$ cat config.mk
export PLATFORM = sky130hd
export DESIGN_NAME = sensor_read_supervisor
export DESIGN_NICKNAME = d
export VERILOG_FILES = /design/src/ssv_pkg.sv /design/src/sensor_read_supervisor.sv /design/src/ssv_div.sv /design/src/ssv_dp.sv /design/src/ssv_ctrl.sv
export SDC_FILE = /design/constraint.sdc
export NUM_CORES = 1
export LEC_CHECK = 0
export BUFFER_PORTS_ARGS = -buffer_cell sky130_fd_sc_hd__buf_4
export CORE_MARGIN = 4
export CORE_UTILIZATION = 25
export DETAILED_ROUTE_END_ITERATION = 16
export MAX_ROUTING_LAYER = met4
export PLACE_DENSITY_LB_ADDON = 0.1
export SKIP_LAST_GASP = 1
export SLEW_MARGIN = 30
export SYNTH_ARGS = -nofsm -noshare
export SYNTH_HDL_FRONTEND = slang
export SYNTH_SLANG_ARGS = --single-unit
$ cat constraint.sdc
create_clock -name clk -period 4.6 [get_ports clk]
set_clock_uncertainty 0.2 [all_clocks]
set_input_delay 0.92 -clock clk [delete_from_list [all_inputs] [get_ports clk]]
set_output_delay 0.92 -clock clk [all_outputs]
set_load 0.05 [all_outputs]
$ cat src/ssv_pkg.sv
`default_nettype none
package ssv_pkg;

    // Outcome of one read attempt, carried on the input tuser
    typedef enum logic [1:0] {
        FUNC_SETUP   = 2'd0,
        FUNC_TRIGGER = 2'd1,
        FUNC_READ    = 2'd2,
        FUNC_OK      = 2'd3
    } func_t;

    typedef enum logic [1:0] {
        CAUSE_NONE    = 2'd0,
        CAUSE_TRIGGER = 2'd1,
        CAUSE_READ    = 2'd2
    } cause_t;

    typedef enum logic [1:0] {
        REG_BASE_INTERVAL = 2'd0,
        REG_CAL_OFFSET    = 2'd1,
        REG_ALERT_THRESH  = 2'd2,
        REG_BACKOFF_MAX   = 2'd3
    } reg_idx_t;

    localparam logic [15:0]        BASE_INTERVAL_RST = 16'd2000;
    localparam logic signed [10:0] CAL_OFFSET_RST    = 11'sd0;
    localparam logic [7:0]         ALERT_THRESH_RST  = 8'd5;
    localparam logic [15:0]        BACKOFF_MAX_RST   = 16'd60000;

    // Readings in this window are the sensor's power-on value
    localparam logic signed [14:0] POWERON_LO = 15'sd8490;
    localparam logic signed [14:0] POWERON_HI = 15'sd8510;

    localparam logic [7:0] FAIL_COUNT_MAX = 8'd255;
    localparam int         AVG_POS_LIMIT  = 16383;
    localparam int         AVG_NEG_LIMIT  = 16384;

    typedef struct packed {
        logic load;
        logic store;
        logic acc_step;
        logic div_start;
        logic commit;
    } ssv_cmd_t;

    typedef struct packed {
        logic good;
        logic sum_last;
        logic div_done;
    } ssv_stat_t;

    typedef struct packed {
        logic [1:0]         samples_in_average;
        logic               rebuild_bus;
        cause_t             alert_cause;
        logic               alert_raised;
        logic [15:0]        wait_ms;
        logic               reading_valid;
        logic signed [14:0] avg_temp_centi;
    } ssv_res_t;

endpackage
`default_nettype wire

$ cat src/sensor_read_supervisor.sv
// Temperature read supervisor. Each input transaction carries the outcome of one read
// attempt (s_tuser) and the raw reading in hundredths of a degree (s_tdata), and yields
// exactly one output transaction with the held moving average, a valid flag, the wait
// before the next attempt, alert and rebuild flags and the window fill. One item is in
// work at a time: a failure or a power-on reading goes from decode straight to the finish
// step, while a good reading is stored in the ring, summed by the one-sample-per-cycle
// ring sum and divided by the one-bit-per-cycle divider that forms the mean. The next
// item is taken in the cycle after the commit, also while a result waits in the output
// register; an item whose result cannot leave holds in its last step until the output
// register frees up.
// Registers sit on the APB port at byte addresses 0x0 (base interval), 0x4 (calibration
// offset), 0x8 (alert threshold) and 0xC (backoff cap); write them only while the block
// is idle.
`default_nettype none
module sensor_read_supervisor #(
    parameter int AVG_WINDOW = 3
) (
    input  wire logic        clk,
    input  wire logic        rst_n,
    input  wire logic        s_tvalid,
    output logic             s_tready,
    input  wire logic [15:0] s_tdata,   // [14:0] temp_centi
    input  wire logic [1:0]  s_tuser,   // [1:0] func
    output logic             m_tvalid,
    input  wire logic        m_tready,
    // [14:0] avg_temp_centi, [30:15] wait_ms, [31] alert_raised, [33:32] alert_cause,
    // [34] rebuild_bus, [36:35] samples_in_average
    output logic [39:0]      m_tdata,
    output logic             m_tuser,   // [0] reading_valid
    input  wire logic        psel,
    input  wire logic        penable,
    input  wire logic        pwrite,
    input  wire logic [3:0]  paddr,
    input  wire logic [31:0] pwdata,
    output logic [31:0]      prdata,
    output logic             pready
);
    import ssv_pkg::*;

    logic [15:0]        base_reg;
    logic signed [10:0] offset_reg;
    logic [7:0]         thresh_reg;
    logic [15:0]        bmax_reg;

    ssv_cmd_t  cmd;
    ssv_stat_t stat;
    ssv_res_t  res;
    ssv_res_t  out_reg;
    logic      out_valid_reg, out_valid_next;
    logic      out_free;
    logic      cfg_wr;
    reg_idx_t  cfg_idx;

    assign pready  = 1'b1;
    assign cfg_wr  = psel && penable && pwrite && pready;
    assign cfg_idx = reg_idx_t'(paddr[3:2]);

    always_ff @(posedge clk or negedge rst_n)
    begin
        if (!rst_n)
        begin
            base_reg   <= BASE_INTERVAL_RST;
            offset_reg <= CAL_OFFSET_RST;
            thresh_reg <= ALERT_THRESH_RST;
            bmax_reg   <= BACKOFF_MAX_RST;
        end
        else if (cfg_wr)
        begin
            case (cfg_idx)
                REG_BASE_INTERVAL: base_reg   <= pwdata[15:0];
                REG_CAL_OFFSET:    offset_reg <= pwdata[10:0];
                REG_ALERT_THRESH:  thresh_reg <= pwdata[7:0];
                REG_BACKOFF_MAX:   bmax_reg   <= pwdata[15:0];
                default:           ;
            endcase
        end
    end

    always_comb
    begin
        case (cfg_idx)
            REG_BASE_INTERVAL: prdata = {16'd0, base_reg};
            REG_CAL_OFFSET:    prdata = 32'(offset_reg);
            REG_ALERT_THRESH:  prdata = {24'd0, thresh_reg};
            REG_BACKOFF_MAX:   prdata = {16'd0, bmax_reg};
            default:           prdata = 32'd0;
        endcase
    end

    assign out_free = !out_valid_reg || m_tready;

    ssv_ctrl u_ctrl (
        .clk      (clk),
        .rst_n    (rst_n),
        .in_valid (s_tvalid),
        .in_ready (s_tready),
        .out_free (out_free),
        .stat     (stat),
        .cmd      (cmd)
    );

    ssv_dp #(
        .AVG_WINDOW(AVG_WINDOW)
    ) u_dp (
        .clk           (clk),
        .rst_n         (rst_n),
        .cmd           (cmd),
        .stat          (stat),
        .in_func       (s_tuser),
        .in_temp       ($signed(s_tdata[14:0])),
        .base_interval (base_reg),
        .cal_offset    (offset_reg),
        .alert_thresh  (thresh_reg),
        .backoff_max   (bmax_reg),
        .res           (res)
    );

    assign out_valid_next = cmd.commit || (out_valid_reg && !m_tready);

    always_ff @(posedge clk or negedge rst_n)
    begin
        if (!rst_n)
            out_valid_reg <= 1'b0;
        else
            out_valid_reg <= out_valid_next;
    end

    always_ff @(posedge clk)
    begin
        if (cmd.commit)
            out_reg <= res;
    end

    assign m_tvalid = out_valid_reg;
    assign m_tuser  = out_reg.reading_valid;
    assign m_tdata  = {3'd0, out_reg.samples_in_average, out_reg.rebuild_bus,
                       out_reg.alert_cause, out_reg.alert_raised, out_reg.wait_ms,
                       out_reg.avg_temp_centi};

    a_busy_after_accept: assert property (@(posedge clk) disable iff (!rst_n)
        (s_tvalid && s_tready) |=> !s_tready)
        else $error("input accepted again while an item is in work");

    a_commit_needs_room: assert property (@(posedge clk) disable iff (!rst_n)
        cmd.commit |-> (!m_tvalid || m_tready))
        else $error("result committed over a pending output transaction");

    a_alert_has_cause: assert property (@(posedge clk) disable iff (!rst_n)
        (m_tvalid && m_tdata[31]) |-> (m_tdata[34] && cause_t'(m_tdata[33:32]) != CAUSE_NONE))
        else $error("alert without failure cause");

    a_valid_not_on_failure: assert property (@(posedge clk) disable iff (!rst_n)
        m_tvalid |-> !(m_tuser && m_tdata[34]))
        else $error("valid reading reported on a failed attempt");

endmodule
`default_nettype wire

$ cat src/ssv_div.sv
`default_nettype none
module ssv_div #(
    parameter int N_W = 18,
    parameter int D_W = 2
) (
    input  wire logic           clk,
    input  wire logic           rst_n,
    input  wire logic           start,
    input  wire logic [N_W-1:0] dividend,
    input  wire logic [D_W-1:0] divisor,
    output logic                done,
    output logic [N_W-1:0]      quotient
);
    localparam int STEP_W = $clog2(N_W + 1);

    logic              busy_reg, busy_next;
    logic              done_reg, done_next;
    logic [STEP_W-1:0] step_reg, step_next;
    logic [N_W-1:0]    quo_reg, quo_next;
    logic [D_W-1:0]    rem_reg, rem_next;
    logic [D_W:0]      shifted;
    logic [D_W:0]      diff;

    // One restoring step per cycle, most significant dividend bit first
    always_comb
    begin
        shifted   = {rem_reg, quo_reg[N_W-1]};
        diff      = shifted - {1'b0, divisor};
        busy_next = busy_reg;
        done_next = 1'b0;
        step_next = step_reg;
        quo_next  = quo_reg;
        rem_next  = rem_reg;
        if (start)
        begin
            busy_next = 1'b1;
            step_next = STEP_W'(N_W);
            quo_next  = dividend;
            rem_next  = '0;
        end
        else if (busy_reg)
        begin
            if (shifted >= {1'b0, divisor})
            begin
                rem_next = diff[D_W-1:0];
                quo_next = {quo_reg[N_W-2:0], 1'b1};
            end
            else
            begin
                rem_next = shifted[D_W-1:0];
                quo_next = {quo_reg[N_W-2:0], 1'b0};
            end
            step_next = step_reg - STEP_W'(1);
            if (step_reg == STEP_W'(1))
            begin
                busy_next = 1'b0;
                done_next = 1'b1;
            end
        end
    end

    always_ff @(posedge clk or negedge rst_n)
    begin
        if (!rst_n)
        begin
            busy_reg <= 1'b0;
            done_reg <= 1'b0;
        end
        else
        begin
            busy_reg <= busy_next;
            done_reg <= done_next;
        end
    end

    always_ff @(posedge clk)
    begin
        step_reg <= step_next;
        quo_reg  <= quo_next;
        rem_reg  <= rem_next;
    end

    assign done     = done_reg;
    assign quotient = quo_reg;

endmodule
`default_nettype wire

$ cat src/ssv_dp.sv
`default_nettype none
module ssv_dp #(
    parameter int AVG_WINDOW = 3
) (
    input  wire logic               clk,
    input  wire logic               rst_n,
    input  wire ssv_pkg::ssv_cmd_t  cmd,
    output ssv_pkg::ssv_stat_t      stat,
    input  wire logic [1:0]         in_func,
    input  wire logic signed [14:0] in_temp,
    input  wire logic [15:0]        base_interval,
    input  wire logic signed [10:0] cal_offset,
    input  wire logic [7:0]         alert_thresh,
    input  wire logic [15:0]        backoff_max,
    output ssv_pkg::ssv_res_t       res
);
    import ssv_pkg::*;

    localparam int SLOT_W = (AVG_WINDOW > 1) ? $clog2(AVG_WINDOW) : 1;
    localparam int CNT_W  = $clog2(AVG_WINDOW + 1);
    localparam int SUM_W  = 16 + $clog2(AVG_WINDOW);

    func_t                    func_reg;
    logic signed [14:0]       temp_reg;
    logic signed [15:0]       ring_reg [AVG_WINDOW];
    logic [SLOT_W-1:0]        slot_reg;
    logic [SLOT_W-1:0]        idx_reg;
    logic [CNT_W-1:0]         count_reg;
    logic signed [SUM_W-1:0]  acc_reg;
    logic [7:0]               fail_reg, fail_next;
    logic                     latched_reg, latched_next;
    logic [15:0]              backoff_reg, backoff_next;
    logic                     valid_reg, valid_next;
    logic signed [14:0]       held_reg, held_next;

    logic signed [15:0]       sample_val;
    logic                     in_window;
    logic [SUM_W-1:0]         acc_mag;
    logic [SUM_W-1:0]         quotient;
    logic [SUM_W-1:0]         quo_neg;
    logic signed [14:0]       avg_sat;
    logic [7:0]               fail_inc;
    logic [16:0]              doubled;
    logic [15:0]              backoff_adv;

    assign sample_val = 16'(temp_reg) + 16'(cal_offset);
    assign in_window  = (temp_reg >= POWERON_LO) && (temp_reg <= POWERON_HI);
    assign acc_mag    = acc_reg[SUM_W-1] ? (SUM_W'(0) - SUM_W'(acc_reg)) : SUM_W'(acc_reg);

    assign stat.good     = (func_reg == FUNC_OK) && !in_window;
    assign stat.sum_last = (CNT_W'(idx_reg) + CNT_W'(1)) == count_reg;

    ssv_div #(
        .N_W(SUM_W),
        .D_W(CNT_W)
    ) u_div (
        .clk      (clk),
        .rst_n    (rst_n),
        .start    (cmd.div_start),
        .dividend (acc_mag),
        .divisor  (count_reg),
        .done     (stat.div_done),
        .quotient (quotient)
    );

    // Restore the sign of the magnitude quotient and clamp to the 15-bit field
    always_comb
    begin
        quo_neg = SUM_W'(0) - quotient;
        if (!acc_reg[SUM_W-1])
            avg_sat = (quotient > SUM_W'(AVG_POS_LIMIT)) ? 15'sd16383 : quotient[14:0];
        else
            avg_sat = (quotient > SUM_W'(AVG_NEG_LIMIT)) ? -15'sd16384 : quo_neg[14:0];
    end

    always_comb
    begin
        fail_inc = (fail_reg == FAIL_COUNT_MAX) ? fail_reg : fail_reg + 8'd1;
        doubled  = {backoff_reg, 1'b0};
        if (backoff_reg < backoff_max)
            backoff_adv = (doubled < {1'b0, backoff_max}) ? doubled[15:0] : backoff_max;
        else
            backoff_adv = backoff_reg;

        fail_next        = fail_reg;
        latched_next     = latched_reg;
        backoff_next     = backoff_reg;
        valid_next       = valid_reg;
        held_next        = held_reg;
        res.wait_ms      = base_interval;
        res.alert_raised = 1'b0;
        res.alert_cause  = CAUSE_NONE;
        res.rebuild_bus  = 1'b0;

        case (func_reg)
            FUNC_OK:
            begin
                if (!in_window)
                begin
                    held_next    = avg_sat;
                    valid_next   = 1'b1;
                    fail_next    = 8'd0;
                    latched_next = 1'b0;
                    backoff_next = base_interval;
                end
            end
            FUNC_READ:
            begin
                valid_next      = 1'b0;
                res.rebuild_bus = 1'b1;
                fail_next       = fail_inc;
                backoff_next    = backoff_adv;
                res.wait_ms     = backoff_adv;
                if (fail_inc >= alert_thresh && !latched_reg)
                begin
                    latched_next     = 1'b1;
                    res.alert_raised = 1'b1;
                    res.alert_cause  = CAUSE_READ;
                end
            end
            FUNC_TRIGGER:
            begin
                valid_next      = 1'b0;
                res.rebuild_bus = 1'b1;
                fail_next       = fail_inc;
                backoff_next    = backoff_adv;
                res.wait_ms     = backoff_reg;
                if (fail_inc >= alert_thresh && !latched_reg)
                begin
                    latched_next     = 1'b1;
                    res.alert_raised = 1'b1;
                    res.alert_cause  = CAUSE_TRIGGER;
                end
            end
            default:
            begin
                // Setup failure: report current backoff, then grow it
                valid_next      = 1'b0;
                res.rebuild_bus = 1'b1;
                backoff_next    = backoff_adv;
                res.wait_ms     = backoff_reg;
            end
        endcase

        res.avg_temp_centi     = held_next;
        res.reading_valid      = valid_next;
        res.samples_in_average = 2'(count_reg);
    end

    always_ff @(posedge clk)
    begin
        if (cmd.load)
        begin
            func_reg <= func_t'(in_func);
            temp_reg <= in_temp;
        end
        if (cmd.store)
        begin
            ring_reg[slot_reg] <= sample_val;
            acc_reg            <= '0;
            idx_reg            <= '0;
        end
        else if (cmd.acc_step)
        begin
            acc_reg <= acc_reg + SUM_W'(ring_reg[idx_reg]);
            idx_reg <= idx_reg + SLOT_W'(1);
        end
    end

    always_ff @(posedge clk or negedge rst_n)
    begin
        if (!rst_n)
        begin
            slot_reg    <= '0;
            count_reg   <= '0;
            fail_reg    <= 8'd0;
            latched_reg <= 1'b0;
            backoff_reg <= BASE_INTERVAL_RST;
            valid_reg   <= 1'b0;
            held_reg    <= 15'sd0;
        end
        else
        begin
            if (cmd.store)
            begin
                slot_reg <= (slot_reg == SLOT_W'(AVG_WINDOW - 1)) ? '0 : slot_reg + SLOT_W'(1);
                if (count_reg != CNT_W'(AVG_WINDOW))
                    count_reg <= count_reg + CNT_W'(1);
            end
            if (cmd.commit)
            begin
                fail_reg    <= fail_next;
                latched_reg <= latched_next;
                backoff_reg <= backoff_next;
                valid_reg   <= valid_next;
                held_reg    <= held_next;
            end
        end
    end

endmodule
`default_nettype wire

$ cat src/ssv_ctrl.sv
`default_nettype none
module ssv_ctrl (
    input  wire logic               clk,
    input  wire logic               rst_n,
    input  wire logic               in_valid,
    output logic                    in_ready,
    input  wire logic               out_free,
    input  wire ssv_pkg::ssv_stat_t stat,
    output ssv_pkg::ssv_cmd_t       cmd
);
    import ssv_pkg::*;

    typedef enum logic [2:0] {
        ST_IDLE,
        ST_DECODE,
        ST_SUM,
        ST_DIV_GO,
        ST_DIV,
        ST_FINISH
    } state_t;

    state_t state_reg, state_next;

    always_comb
    begin
        state_next    = state_reg;
        cmd           = '0;
        in_ready      = 1'b0;
        case (state_reg)
            ST_IDLE:
            begin
                in_ready = 1'b1;
                cmd.load = in_valid;
                if (in_valid)
                    state_next = ST_DECODE;
            end
            ST_DECODE:
            begin
                // Good readings go through the ring; everything else finishes now
                if (stat.good)
                begin
                    cmd.store  = 1'b1;
                    state_next = ST_SUM;
                end
                else
                    state_next = ST_FINISH;
            end
            ST_SUM:
            begin
                cmd.acc_step = 1'b1;
                if (stat.sum_last)
                    state_next = ST_DIV_GO;
            end
            ST_DIV_GO:
            begin
                cmd.div_start = 1'b1;
                state_next    = ST_DIV;
            end
            ST_DIV:
            begin
                if (stat.div_done)
                    state_next = ST_FINISH;
            end
            ST_FINISH:
            begin
                // Hold until the output register can take the result
                if (out_free)
                begin
                    cmd.commit = 1'b1;
                    state_next = ST_IDLE;
                end
            end
            default:
                state_next = ST_IDLE;
        endcase
    end

    always_ff @(posedge clk or negedge rst_n)
    begin
        if (!rst_n)
            state_reg <= ST_IDLE;
        else
            state_reg <= state_next;
    end

endmodule
`default_nettype wire
==> summary.txt <==
Outcome
  – Status: finished clean

Power
  – Clock share of power: between 20 and 25%
  – NetSw: 0.00435 W
  – Logic pwr share: roughly two fifths
  – Switching share of power: between 40% and 50%
  – Worst vdd ir: roughly 0.00031 V
  – Cell Pwr Density: roughly 640 nW/um^2
  – Reg power frac: a little over a third
  – Int Power: 0.00638 W
  – Leakage: roughly 6.7 nW

Clocking
  – Clock Pin Slew Worst Setup and Hold Paths: about 0.060 ns
  – CTS H-tree lvls: 1
  – Clock buffer count from CTS: 31
  – Cts-stage hold buffer count: 0
  – Post CTS Setup Buffer Count: 0
  – CTS tree: yes
  – Clock root cell: clkbuf_16
  – Post-cts sizing count: 0
  – Clk sinks: 252
  – CTS Buffer Depth: 3
  – Worst-Skew Late Latency: 0.58 ns

Final layout
  – # fillers: 5681
  – Area grow syn2layout: 19.1%
  – Most frequent cells in the layout: 138 x buf_4, 131 x nand2_1, 123 x o21ai_0
  – Max reg flops: 48
  – Commonest non-fill, non-tap cell in the layout: buf_4
  – Nets@finish: around 1.6k
  – Share of cells above drive strength 1: approximately a fifth

Synth
  – Synth Warn #: 0
  – Synth top area share: between 20% and 30%
  – Synthesized area per cell: 10.5 um^2
  – Async SR Flop Fraction: between 40% and 50%
  – Post-synth EDFFs: approximately 120
  – Area leader, netlist: edfxtp_1
  – Post-synthesis cell count: roughly 1.3k
  – Part of the Yosys area used for sequential elements: approximately 49%
  – Ys flop type: edfxtp_1
  – Dominant cells by area after synthesis: edfxtp_1 26%, dfrtp_1 14%, ha_1 7.2%
  – Mapped cell area: roughly 14000 um^2
  – #FFs+latches synth: between 200 and 300
  – Unique cell type count in the Yosys netlist: 78

Setup path
  – R2R Path End: m_tdata[27]$_DFFE_PP_
  – Critical path fanouts, max: 17
  – Crit path cell chain: inv_1 > ha_1 > a21o_1 > a21o_1 > a221o_1 > a21oi_1 > nand2_1 > o21a_1 > a221o_1
  – Crit path max-delay cell type: nand2_1
  – R2r startpoint: bmax_reg[13]$_DFFE_PN1P_
  – Startpoint Class: flop
  – Crit. End Element: flop
  – Required @ worst endpoint: between 4 and 5 ns
  – Worst reg-to-reg path cell count: 9
  – R2R setup slack: 0.92 ns
  – Kind of critical path: reg -> reg
  – Critical Path AT: between 3 and 4 ns
  – CP peak stage delay: 0.59 ns

Timing
  – Finish-stage setup viols: 0
  – Rel. slew slack: a little over a third
  – Maximum clock frequency: approximately 0.27 GHz
  – Slew @ Worst Pin: ~0.96 ns
  – Min Tclk post-route: 3.68 ns
  – Setup repair after global routing missed its margin: no
  – Slew Viols, Final: 0
  – Tcrit/Tclk final: between 70% and 80%
  – Worst hold slack: between 0.2 and 0.25 ns
  – Final Hold Viols: 0
  – Setup TNS: 0 ns

Global routing
  – First-pass GRT wire length: 64100 um
  – Initial antenna violation count: 2
  – Met3 GRT Util: ~2.1%
  – Met1 Use GR: 18.6%
  – GR Util met2: about 23%
  – GRT Overall Usage: 13.9%
  – Busiest layer in global routing: met2
  – Largest net degree at the start of global routing: 56
  – Vias in the first global route: approximately 11k
  – GRT overflow: 0

Detailed routing
  – Final Routed Wirelength: 41100 um
  – Antenna Nets Post-Route: 0
  – Router iterations before antenna repair: 4
  – Residual DRC: 0
  – DRT iter0 DRCs: around 560
  – Vias: between 10k and 15k
  – DR WL/cell: between 15 and 20 um
  – Detailed-route vias per instance: between 4 and 5

Die
  – Core ar.: between 50000 and 60000 um^2
  – Die W: 245 um
  – Num ports: 137
  – Die H: between 200 and 250 um
  – Initial core utilization: approximately a quarter
  – Die area: 59800 um^2
  – Rows: 86

Place
  – DP HPWL: 29700 um
  – Port buffer count: between 100 and 150
  – Routability congestion estimate: a little over 0.8

Flow run
  – # Max-Cap Violations: 0

Hold path
  – Hold WC Path Type: in -> async
==> routing by layer <==
layer	share of wire [%]	wire length (um)
met1	47	19500
met2	47	19200
met3	3.8	1540
met4	2.1	851
met5	0	0
==> cells in the mapped netlist (all sizes together), types with 24 or more instances <==
library cell,count
xor2,24
mux2,38
dfxtp,29
nand2,132
a21o,35
ha,81
buf,27
xnor2,28
inv,54
clkbuf,52
mux2i,35
nor2,78
a21oi,69
and3,27
edfxtp,121
o21ai,126
dfrtp,81
==> how the worst max path moves through the flow <==
| stage | from | endpoint | slack [ns] | cells after the start |
|---|---|---|---|---|
| after CTS | flop | u_dp.acc_reg[16]$_SDFFE_PP0P_ | 0.82 | 10 |
| after detailed placement | flop | u_dp.acc_reg[16]$_SDFFE_PP0P_ | 0.82 | 10 |
| final | bmax_reg[13]$_DFFE_PN1P_ | m_tdata[27]$_DFFE_PP_ | 0.92 | 9 |
| after floorplan | paddr[3] | prdata[17] | 0.61 | 4 |
| after global placement | flop | u_dp.acc_reg[17]$_SDFFE_PP0P_ | 0.91 | 9 |
| after global routing | flop | u_dp.acc_reg[17]$_SDFFE_PP0P_ | 0.62 | 9 |
==> power groups by stage <==
stage,combinational [W],clock [W],sequential [W]
floorplan,0.00308,0,0.00390
global placement,0.00440,0,0.00393
detailed placement,0.00443,0,0.00394
CTS,0.00445,0.00256,0.00390
global route,0.00492,0.00265,0.00399
finish,0.00437,0.00248,0.00388
==> stage by stage <==
stage / util, % / worst slack (ns) / area, um^2 / power, W / instances
global placement: 28.3 / 0.909 / 15600 / 0.00833 / 2140
floorplan: - / 0.610 / 14000 / 0.00698 / 1332
CTS: 30.2 / 0.823 / 16700 / 0.0109 / 2198
global route: 30.2 / 0.620 / 16700 / 0.0116 / 2198
finish: 30.2 / 0.922 / 16700 / 0.0107 / 2199
detailed placement: 28.3 / 0.816 / 15600 / 0.00836 / 2140
==> logic make-up after synthesis <==
kind of cell / Yosys count / share of synthesized area [%]
adders and majority gates: 83 / 7.53
other: 2 / 0.0537
xor gates and xnor gates: 52 / 3.26
and+or+nand+nor: 342 / 11.7
buffers and inverters: 133 / 4.20
muxes: 82 / 7.01
AOI/OAI and AO/OA: 384 / 17.7
DFF: 252 / 48.6
==> worst max-delay path, delay by kind of cell, from the launching register on <==
| family | cells | cell delay (ns) |
|---|---|---|
| fa+ha+maj | 1 | 0.32 |
| buf+inv | 1 | 0.08 |
| simple gates | 1 | 0.59 |
| compound gates | 6 | 1.69 |
| flops | 1 | 0.53 |
==> layout make-up <==
cell class | count | area, um^2 | area share [%]
Antenna cell | 1 | 2.50 | 0.0150
Multi-Input combinational cell | 947 | 6650 | 39.9
Tap cell | 748 | 936 | 5.62
Inverter | 54 | 203 | 1.22
Timing Repair Buffer | 139 | 1060 | 6.34
Clock inverter | 18 | 181 | 1.09
Sequential cell | 252 | 6790 | 40.8
Clock buffer | 40 | 840 | 5.04
No activity file was read; power rests on OpenSTA's default activity.
